`config.mk`:
```
export PLATFORM = sky130hd
export DESIGN_NAME = drsa_pool
export DESIGN_NICKNAME = d
export VERILOG_FILES = /design/src/drsa_pkg.sv /design/src/drsa_pool.sv
export VERILOG_INCLUDE_DIRS = /design/src /design/src/src
export SDC_FILE = /design/constraint.sdc
export NUM_CORES = 1
export LEC_CHECK = 0
export BUFFER_PORTS_ARGS = -buffer_cell sky130_fd_sc_hd__buf_2
export CORE_MARGIN = 2
export CORE_UTILIZATION = 35
export DETAILED_ROUTE_END_ITERATION = 6
export PLACE_DENSITY = 0.61
export SLEW_MARGIN = 20
export SYNTH_ARGS = -nofsm -noshare
export SYNTH_HDL_FRONTEND = slang
export SYNTH_SLANG_ARGS = --single-unit
export TNS_END_PERCENT = 20
```
`constraint.sdc`:
```
create_clock -name clk -period 6.65 [get_ports clk]
set_input_delay 0.3325 -clock clk [delete_from_list [all_inputs] [get_ports clk]]
set_output_delay 0.3325 -clock clk [all_outputs]
set_load 0.05 [all_outputs]
```
`src/deferred_release_slot_allocator_core_macros.svh`:
```
// Assertion macros shared by the allocator RTL
`ifndef DEFERRED_RELEASE_SLOT_ALLOCATOR_CORE_MACROS_SVH
`define DEFERRED_RELEASE_SLOT_ALLOCATOR_CORE_MACROS_SVH
`ifndef NO_ASSERTIONS
`define DRSA_ASSERT(label, clk, rst_n, prop, msg) \
    label: assert property (@(posedge clk) disable iff (!rst_n) prop) else $error(msg);
`define DRSA_ASSERT_NR(label, clk, prop, msg) \
    label: assert property (@(posedge clk) prop) else $error(msg);
`else
`define DRSA_ASSERT(label, clk, rst_n, prop, msg)
`define DRSA_ASSERT_NR(label, clk, prop, msg)
`endif
`endif

```
`src/drsa_pkg.sv`:
```
package drsa_pkg;

    localparam int FloatSlotsDef  = 1024;
    localparam int IntSlotsDef    = 32;
    localparam int UintSlotsDef   = 64;
    localparam int RetireDepthDef = 1024;

    localparam int SlotW  = 10;
    localparam int FrameW = 48;
    localparam int ReadyW = 49;
    localparam int OvlW   = 4;

    localparam logic [OvlW-1:0] OverlapReset = 4'd2;

    typedef enum logic [0:0] {
        CMD_ALLOC   = 1'b0,
        CMD_RELEASE = 1'b1
    } cmd_t;

    typedef enum logic [1:0] {
        CAT_FLOAT = 2'd0,
        CAT_INT   = 2'd1,
        CAT_UINT  = 2'd2,
        CAT_ALT   = 2'd3
    } cat_t;

    typedef enum logic [1:0] {
        ST_OK    = 2'd0,
        ST_EMPTY = 2'd1,
        ST_FULL  = 2'd2,
        ST_RSVD  = 2'd3
    } status_t;

    typedef enum logic [2:0] {
        S_IDLE,
        S_INIT,
        S_SCAN_RD,
        S_SCAN,
        S_POP_RD,
        S_POP,
        S_OUT
    } state_t;

    // Register addresses
    localparam logic [0:0] ADDR_FRAME_OVERLAP = 1'b0;

    typedef struct packed {
        logic [0:0]       command;
        logic [1:0]       category;
        logic [SlotW-1:0] slot_in;
        logic [FrameW-1:0] frame_number;
    } req_t;

    typedef struct packed {
        logic [SlotW-1:0] slot_out;
        logic [1:0]       status;
    } rsp_t;

    // Pool select, category three folds into uint
    function automatic logic [1:0] pool_of(input logic [1:0] cat);
        logic [1:0] p;
        begin
            p = (cat == CAT_FLOAT) ? 2'd0 : ((cat == CAT_INT) ? 2'd1 : 2'd2);
            return p;
        end
    endfunction

endpackage

```
`src/drsa_pool.sv`:
```
`include "deferred_release_slot_allocator_core_macros.svh"
// One LIFO free stack: single memory, one write and one registered read per cycle
module drsa_pool #(
    parameter int Slots = 32
) (
    input  logic                  clk,
    input  logic                  rst_n,
    input  logic                  init_we,
    input  logic [$clog2(Slots+1)-1:0] init_idx,
    input  logic                  push,
    input  logic [drsa_pkg::SlotW-1:0] push_slot,
    input  logic                  pop,
    output logic [$clog2(Slots+1)-1:0] count,
    output logic [drsa_pkg::SlotW-1:0] rd_data
);
    import drsa_pkg::*;
    localparam int CntW = $clog2(Slots+1);
    localparam int AW   = (Slots > 1) ? $clog2(Slots) : 1;

    logic [SlotW-1:0] mem [Slots];
    logic [CntW-1:0]  cnt_reg, cnt_next;
    logic [SlotW-1:0] rd_reg;
    logic [CntW-1:0]  top;

    assign top = cnt_reg - CntW'(1);

    // count update
    always_comb
    begin
        cnt_next = cnt_reg;
        if (init_we)
            cnt_next = CntW'(Slots);
        else if (push)
            cnt_next = cnt_reg + CntW'(1);
        else if (pop)
            cnt_next = top;
    end

    always_ff @(posedge clk or negedge rst_n)
    begin
        if (!rst_n)
            cnt_reg <= '0;
        else
            cnt_reg <= cnt_next;
    end

    // memory write and top-of-stack read
    always_ff @(posedge clk)
    begin
        if (init_we)
            mem[init_idx[AW-1:0]] <= SlotW'(init_idx);
        else if (push)
            mem[cnt_reg[AW-1:0]] <= push_slot;
        rd_reg <= mem[top[AW-1:0]];
    end

    assign count   = cnt_reg;
    assign rd_data = rd_reg;

    `DRSA_ASSERT(a_no_over, clk, rst_n, cnt_reg <= CntW'(Slots), "pool count over capacity")
    `DRSA_ASSERT(a_push_room, clk, rst_n, push |-> cnt_reg < CntW'(Slots), "push on full pool")
    `DRSA_ASSERT(a_pop_nonempty, clk, rst_n, pop |-> cnt_reg != '0, "pop on empty pool")
endmodule

```
==> impl.org, run 1 <==
** Status
- The run finished with clean final reports.

** Finish
- Finished Core Util :: 40.4%
- Post-route insts no fill :: 1237
- Count of nets after finishing :: 724
- Layout Area Growth over Synthesis :: 13.5%
- Cells with a size suffix above 1 make up around a third of the layout.
- Inserted Diodes :: 0

** Worst setup path
- The worst setup path is of the reg2reg kind.
- Endpoint kind of the worst setup timing path :: flip-flop
- Slowest cell on the critical path :: dfrtp_4
- Largest stage delay, worst path :: 1.01 ns
- STA classifies the critical path startpoint as a flip-flop.
- Traced cell by cell, the critical path runs through inv_1 -> ha_4 -> buf_4 -> mux4_2 -> mux2_2 -> a21oi_1 -> a2111oi_2.
- Critical Path Fanout Max :: 60
- STA puts the critical path data arrival time at 4.29 ns.
- STA puts the critical path data required time at 7.00 ns.

** Synthesis
- In the synthesized netlist the dominant register cell turns out to be edfxtp_1.
- Compound-gate portion of the synthesized area :: 3.50%
- Post-synthesis average cell area :: 20.5 sq um
- Count of flip-flops with a built-in enable after synthesis :: 320
- Post-synthesis share of cell area spent on and, or, nand and nor gates :: 3.50%
- After synthesis, flip-flops and latches occupy 74.1% of the total area.
- After synthesis, the share of cell area in mux cells is 16.6%.
- edfxtp_1 is the most common cell in the netlist.
- Cells after synthesis :: around 660
- By area the synthesized netlist is led by edfxtp_1, mux4_2, mux2_2.
- Post-Syn Nets :: 678
- Synthesized-area fraction occupied by adder cells :: 0.186%
- Top post-synthesis cells by count :: edfxtp_1, mux4_2, nor2_1
- The top cell type by area accounts for 71.5% of the synthesized area.
- Yosys printed 0 warnings.
- Mapped cell area :: 0.0134 sq mm
- Async set or reset register ratio after synthesis :: 1.79%
- Number of storage elements in the synthesis netlist :: 336
- Cell type with the largest total area after synthesis :: edfxtp_1
- Yosys cell types :: 46
- Of the total synthesized cell area, the portion taken by XOR and XNOR cells is 0.447%.
- After synthesis, the largest family of logic cells by area is multiplexers.

** Clocking
- Clock latency at the later pin of the worst-skew pair :: 0.51 ns
- TritonCTS built the clock tree.
- Clk root buf :: clkbuf_16
- Counting the buffers created by CTS gives 35.
- CTS sink count :: 336
- Gates resized during post-CTS repair numbered 0.
- In this run the number of H-tree levels came out at 2.
- Clock Tree Buf Depth :: 3
- Clock-pin slew on the worst setup and hold paths :: 0.06 ns
- Buffers inserted by post-CTS timing repair :: 0

** Detailed routing
- Dividing the detail-routed wire length by the instance count gives 23.7 um.
- WL final :: roughly 30000 um
- The count of nets left with antenna violations once routing finished came out at 0.
- Drt pass-1 iters :: 6
- Count of vias placed by the detailed router :: 6452
- The detailed router finished its first iteration with between 500 and 600 violations.
- Vias/cell :: ~5.2
- In the routed design, unresolved DRC markers number 0.

** Floorplanning
- Width of the chip :: 200 um
- Starting utilization of the core area :: a little over a third
- The die is 200 um tall.
- Core Region :: 0.0378 sq mm
- Row generation in the floorplan step produced 71 rows.
- Floorplan die area :: around 0.04 sq mm
- In this run the count of I/O pins placed on the die edge is 37.

** Power and ir drop
- VDD sags by at most 0.147 mV.
- Leakage power figure :: 4.74 nW
- For this design the ratio of total power to cell area is 335 mW/mm^2.

** Placement
- Port bufs :: 36
- After detailed placement, the design holds a cell count of 1174.
- Summed over all nets, the half-perimeter wirelength after detailed placement is 17000 um.
- RD Place Congestion :: 0.769

** STA
- Worst Tran Pin Value :: 1.21 ns
- Static timing analysis puts the maximum clock frequency at roughly 0.25 GHz.
- Setup violation total in the final timing report :: 0
- The final hold violation count is 0.
- Setup tns final :: 0 ns
- Number of pins exceeding their max-slew limit in the final report :: 0
- Setup repair after global routing left no endpoint under its margin.
- After layout, the worst path uses 59.2% of the clock period.
- Fin crit period :: 3.94 ns
- Clock Skews :: about 0.015 ns
- Tightest slew margin relative to the limit :: around a fifth

** Global routing
- For this run, the total global-route usage over all layers was measured as 15.0%.
- Aggregate global routing overflow :: 0
- The number of global-route vias before repair was 6391.
- The first global-routing pass estimated around 43000 um of wire.
- Maximum number of pins on one net before global-route repair :: 61
- The initial antenna violation count was 0.

** Flow run
- Maximum capacitance violations :: 0

** Min path
- The worst hold path belongs to the class in2reg.
where the power goes:
part / switching, mW / internal [mW] / total [mW]
clock: 0.770 / 1.09 / 1.86
combinational: 0.500 / 0.309 / 0.808
sequential: 0.0647 / 2.39 / 2.46
metrics by stage:
stage / total power [mW] / instance area (sq um) / setup slack (ns) / hold slack, ns
after CTS: 5.17 / 15300 / 2.61 / 0.147
after global placement: 3.32 / 14100 / 2.70 / 0.165
after global routing: 5.30 / 15300 / 2.43 / 0.169
after detailed placement: 3.32 / 14200 / 2.60 / 0.165
after floorplan: 3.07 / 13400 / 3.69 / 0.0369
final: 5.12 / 15300 / 2.71 / 0.170
placed cells by master (no fill, tap or decap), drive strengths merged, types with 2 or more instances in the layout:
cell / count
edfxtp: 320
nor3: 2
nor2: 42
a31oi: 4
o21ai: 5
mux4: 80
clkinv: 9
o31ai: 2
nor3b: 2
a2111oi: 10
clkbuf: 49
dfxtp: 10
ha: 2
mux2: 27
nor2b: 13
inv: 5
nand3b: 2
and2: 4
and3b: 2
nand2b: 4
or3: 2
bufinv: 2
a21oi: 21
dfrtp: 6
nand2: 15
nand3: 2
a221oi: 11
mux2i: 13
buf: 43
xnor2: 5
cell families after synthesis:
group           Yosys count
flops                   336
simple gates             94
mux                     120
fa+ha+maj                 2
xor+xnor                  6
buf+inv                  39
compound gates           58
worst max-delay path, delay by kind of cell, from the launching register on:
family | cells | cell delay (ns)
adder cells (fa/ha/maj) | 1 | 1.00
multiplexers | 2 | 0.63
AO/OA/AOI/OAI | 2 | 0.32
buffers and inverters | 2 | 0.78
flip-flops | 1 | 1.01
state kept, by name, summed over array words and instances (netlist names):
name	flops
mem	320
rd_data	10
count	6
layer usage:
metal	GRT usage [%]	part of all wire, %	vias to the layer above
li1	-	-	2805
met3	2.57	5.7	48
met5	0	0	-
met2	24.5	49	175
met1	20.4	42	3424
met4	5.10	3.0	0
layout make-up:
class / instances / area (sq um)
repair buffers: 44 / 243
flip-flops and latches: 336 / 9960
clock inverters: 13 / 121
fillers: 3294 / 22500
multi-input cells: 280 / 3330
inverters: 4 / 15.0
well taps: 511 / 639
clock buffers: 49 / 958
final timing paths:
kind,from,to,slack [ns],depth (start not counted)
worst max-delay path,count[0],rd_data[5],2.71,7
worst min-delay path,init_we,count[3],0.17,2
worst max register to register,count[0],rd_data[5],2.71,7
worst min register to register,count[5],count[5],0.60,2
max in group asynchronous,rst_n,count[0],6.30,2
min in group asynchronous,rst_n,count[5],0.18,2
what timing repair did:
action	4_1_cts	5_1_grt
endpoints found under the setup margin	0	0
endpoints found under the hold margin	6	0
hold buffers	1	0
Power figures use the tool's default switching activity.
==> inputs of run 2 (changes only) <==
--- a/config.mk
+++ b/config.mk
@@ -10,7 +10,7 @@
 export CORE_MARGIN = 2
 export CORE_UTILIZATION = 35
 export DETAILED_ROUTE_END_ITERATION = 6
-export PLACE_DENSITY = 0.61
+export PLACE_DENSITY = 0.63
 export SLEW_MARGIN = 20
 export SYNTH_ARGS = -nofsm -noshare
 export SYNTH_HDL_FRONTEND = slang
==> constraint.sdc (replaced) <==
create_clock -name clk -period 3.4 [get_ports clk]
set_input_delay 0.17 -clock clk [delete_from_list [all_inputs] [get_ports clk]]
set_output_delay 0.17 -clock clk [all_outputs]
set_load 0.05 [all_outputs]
==> impl.org, run 2 (synthesis gave the netlist of run 1 again) <==
** Status
- Run status :: finished, final reports clean

** Global routing
- First-pass GRT wire length :: 42900 um (-0.35%)
- The global-route usage over all layers is 14.8% (-0.16 points).
- The number of global-route vias before repair was 6578 (+2.9%).
- Aggregate global routing overflow :: 0 (unchanged)
- The initial antenna violation count came to 0 (unchanged).
- The pin count of the biggest net entering global routing is 44 (-28%).

** Clocking
- The maximum number of buffers from clock root to sink came to 3 (unchanged).
- TritonCTS built the clock tree.
- Clock latency at the later pin of the worst-skew pair :: 0.51 ns (about the same)
- The buffer count from post-CTS setup fixing was 0 (unchanged).
- The maximum level of the CTS H-tree is 2 (unchanged).
- CTS Buf Count :: 34 (-2.9%)
- Clk root buf :: clkbuf_16
- Clock-pin slew on the worst setup and hold paths :: 0.06 ns (about the same)
- CTS sink count :: 336 (unchanged)

** Worst setup path
- Largest stage delay, worst path :: 0.56 ns (-0.45 ns)
- Endpoint kind of the worst setup timing path :: flip-flop
- The critical path data arrival time is 3.12 ns (-1.17 ns).
- The required arrival time at the worst endpoint came to 3.75 ns (-3.25 ns).
- Critical Setup Path Class :: reg2reg
- The largest fanout on the critical path was 29 (-52%).
- Slowest cell on the critical path :: dfrtp_1
- Type of origin of the critical path :: flip-flop
- Traced cell by cell, the critical path runs through inv_1 -> ha_4 -> buf_12 -> mux4_2 -> mux2_2 -> a21oi_1 -> a2111oi_2.

** Placement
- RD Place Congestion :: 0.842 (+9.5%)
- HPWL after detailed placement :: 17500 um (+2.8%)
- The quantity of I/O buffers inserted on ports came to 36 (unchanged).
- Number of cells after detailed placement :: 1208 (+2.9%)

** Finish
- Max reg flops :: 320 (unchanged)
- The area of the multi-input gates came to 0.00329 sq mm (-1.2%).
- The library cell used most frequently in the layout, excluding fill and tap cells, is edfxtp_1.
- The sequential standard cell area came to 0.00996 sq mm (unchanged).
- Layout Area Growth over Synthesis :: 15.5%
- The count of fill cells added during filler insertion is 3291 (-0.091%).
- Top library cells by usage in the layout, fill and taps aside :: edfxtp_1, mux4_2, nor2_1
- The total inserted antenna cells was 0 (unchanged).
- The post-layout instance count excluding filler cells came to 1270 (+2.7%).
- The net count of the finished layout came to 758 (+4.7%).
- Fraction of final layout cells with drive strength greater than 1 :: 33.2% (+1.7 points)

** Detailed routing
- Wire length per cell after detailed routing :: 22.8 um (-3.5%)
- The final antenna-violating net count came to 0 (unchanged).
- WL final :: 29000 um (-0.97%)
- The detailed-router iteration count before antenna repair came to 4 (-2).
- The met1 wire length was 12800 um (+3.1%).
- Highest signal layer in the routed design :: met4
- Vias/cell :: 5.16 (-1.1%)
- Routed wl met2 :: 14300 um (-0.56%)
- The violation count after the first detailed-route iteration came to 537 (+5.5%).
- The routed wire length on met3 was 1390 um (-17%).
- The number of remaining DRC errors came to 0 (unchanged).
- The via count of the routed design came to 6552 (+1.5%).

** STA
- Setup tns final :: 0 ns (unchanged)
- The worst setup skew after layout was 0.0124 ns (-0.00234 ns).
- The final hold slack is 0.0159 ns (-0.154 ns).
- The headroom to the max-slew limit came to 29.3% (+10 points).
- Final Cycle Share :: 81.4% (+22 points)
- The setup violation total in the final timing report was 0 (unchanged).
- The transition at the pin with the smallest max-transition slack was 1.06 ns (-0.153 ns).
- Peak Freq :: 0.361 GHz (+42%)
- Number of pins exceeding their max-slew limit in the final report :: 0 (unchanged)
- Number of failing hold endpoints at the final stage :: 0 (unchanged)
- Fin crit period :: 2.77 ns (-1.17 ns)
- Setup repair after global routing left no endpoint under its margin.

** Floorplanning
- Core Region :: 0.0378 sq mm (unchanged)
- The area of the die came to 0.0400 sq mm (unchanged).
- The die boundary width was 200 um (unchanged).
- The starting utilization of the core area came to 35.6% (unchanged).
- The I/O pin count came to 37 (unchanged).
- The floorplan row count is 71 (unchanged).
- Die height :: 200 um (unchanged)

** Power and ir drop
- Relative contribution of the clock network to total power :: 35.9% (-0.3 points)
- The sum of internal, switching and leakage power was 10.1 mW (+97%).
- Internal :: 7.44 mW (+97%)
- The net switching share of the total power came to 26.2% (+0.10 points).
- Sequential share of power :: 47.3% (-0.7 points)
- The power share of the combinational group is 16.8% (+1.0 points).
- The leakage power figure is 4.93 nW (+4.0%).
- The switching power summed over all nets was 2.64 mW (+98%).
- The maximum VDD drop was 0.322 mV (+120%).
- Cell area power density :: 649 mW/mm^2 (+94%)

** Flow run
- Maximum capacitance violations :: 0 (unchanged)

** Min path
- In this run the worst hold path is classified as in2async.
-- run 2: cell types whose count changed in the layout (fill, tap and decap cells not counted), sizes merged --
cell / delta
buf: +34
clkinvlp: +1
dlygate4sd3: +1
bufinv: +1
inv: +1
clkbuf: -10
clkinv: +5
-- run 2: worst paths after layout --
path	end	cells after the start	start	slack (ns)
hold / removal	count[1]	2	rst_n	0.02
setup reg to reg	rd_data[2]	7	count[1]	0.63
hold reg to reg	count[5]	2	count[5]	0.61
min in group clk	count[0]	4	pop	0.08
setup / recovery	rd_data[2]	7	count[1]	0.63
max in group asynchronous	count[0]	2	rst_n	3.22
-- run 2: routing by layer --
metal | global-route usage (%) | up-vias
met5 | 0 | -
met4 | 3.98 | 0
met3 | 2.57 | 34
met2 | 24.3 | 173
met1 | 20.6 | 3479
li1 | - | 2866
-- run 2: power by group through the flow --
stage	sequential (mW)	clock, mW	combinational, mW
global route	4.77	3.84	1.80
global placement	4.86	0	1.70
CTS	4.77	3.68	1.72
finish	4.77	3.62	1.70
detailed placement	4.86	0	1.72
floorplan	5.04	0	0.971
-- run 2: final cells by class --
type | count | area share, %
clock buffers | 39 | 5.74
clock inverters | 21 | 1.18
inverters | 4 | 0.0967
multi-input cells | 280 | 21.2
flip-flops and latches | 336 | 64.2
well taps | 511 | 4.12
repair buffers | 79 | 3.51
-- run 2: worst max-delay path: cells and delay by family (launching register included) --
family | cells | cell delay [ns]
adder cells (fa/ha/maj) | 1 | 0.56
multiplexers | 2 | 0.65
buffers and inverters | 2 | 0.43
flip-flops | 1 | 0.56
AO/OA/AOI/OAI | 2 | 0.40
-- run 2: timing repair --
item / 4_1_cts / 5_1_grt
hold buffers: 2 / 0
gates resized for setup: 0 / 0
endpoints found under the hold margin: 11 / 0
-- run 2: through the flow --
stage	util [%]	worst slack, ns	cell area (sq um)
after floorplan	-	0.441	13400
after global placement	38.2	0.663	14400
after detailed placement	38.2	0.641	14400
after CTS	41.1	0.629	15500
after global routing	41.1	0.456	15500
final	41.1	0.632	15500
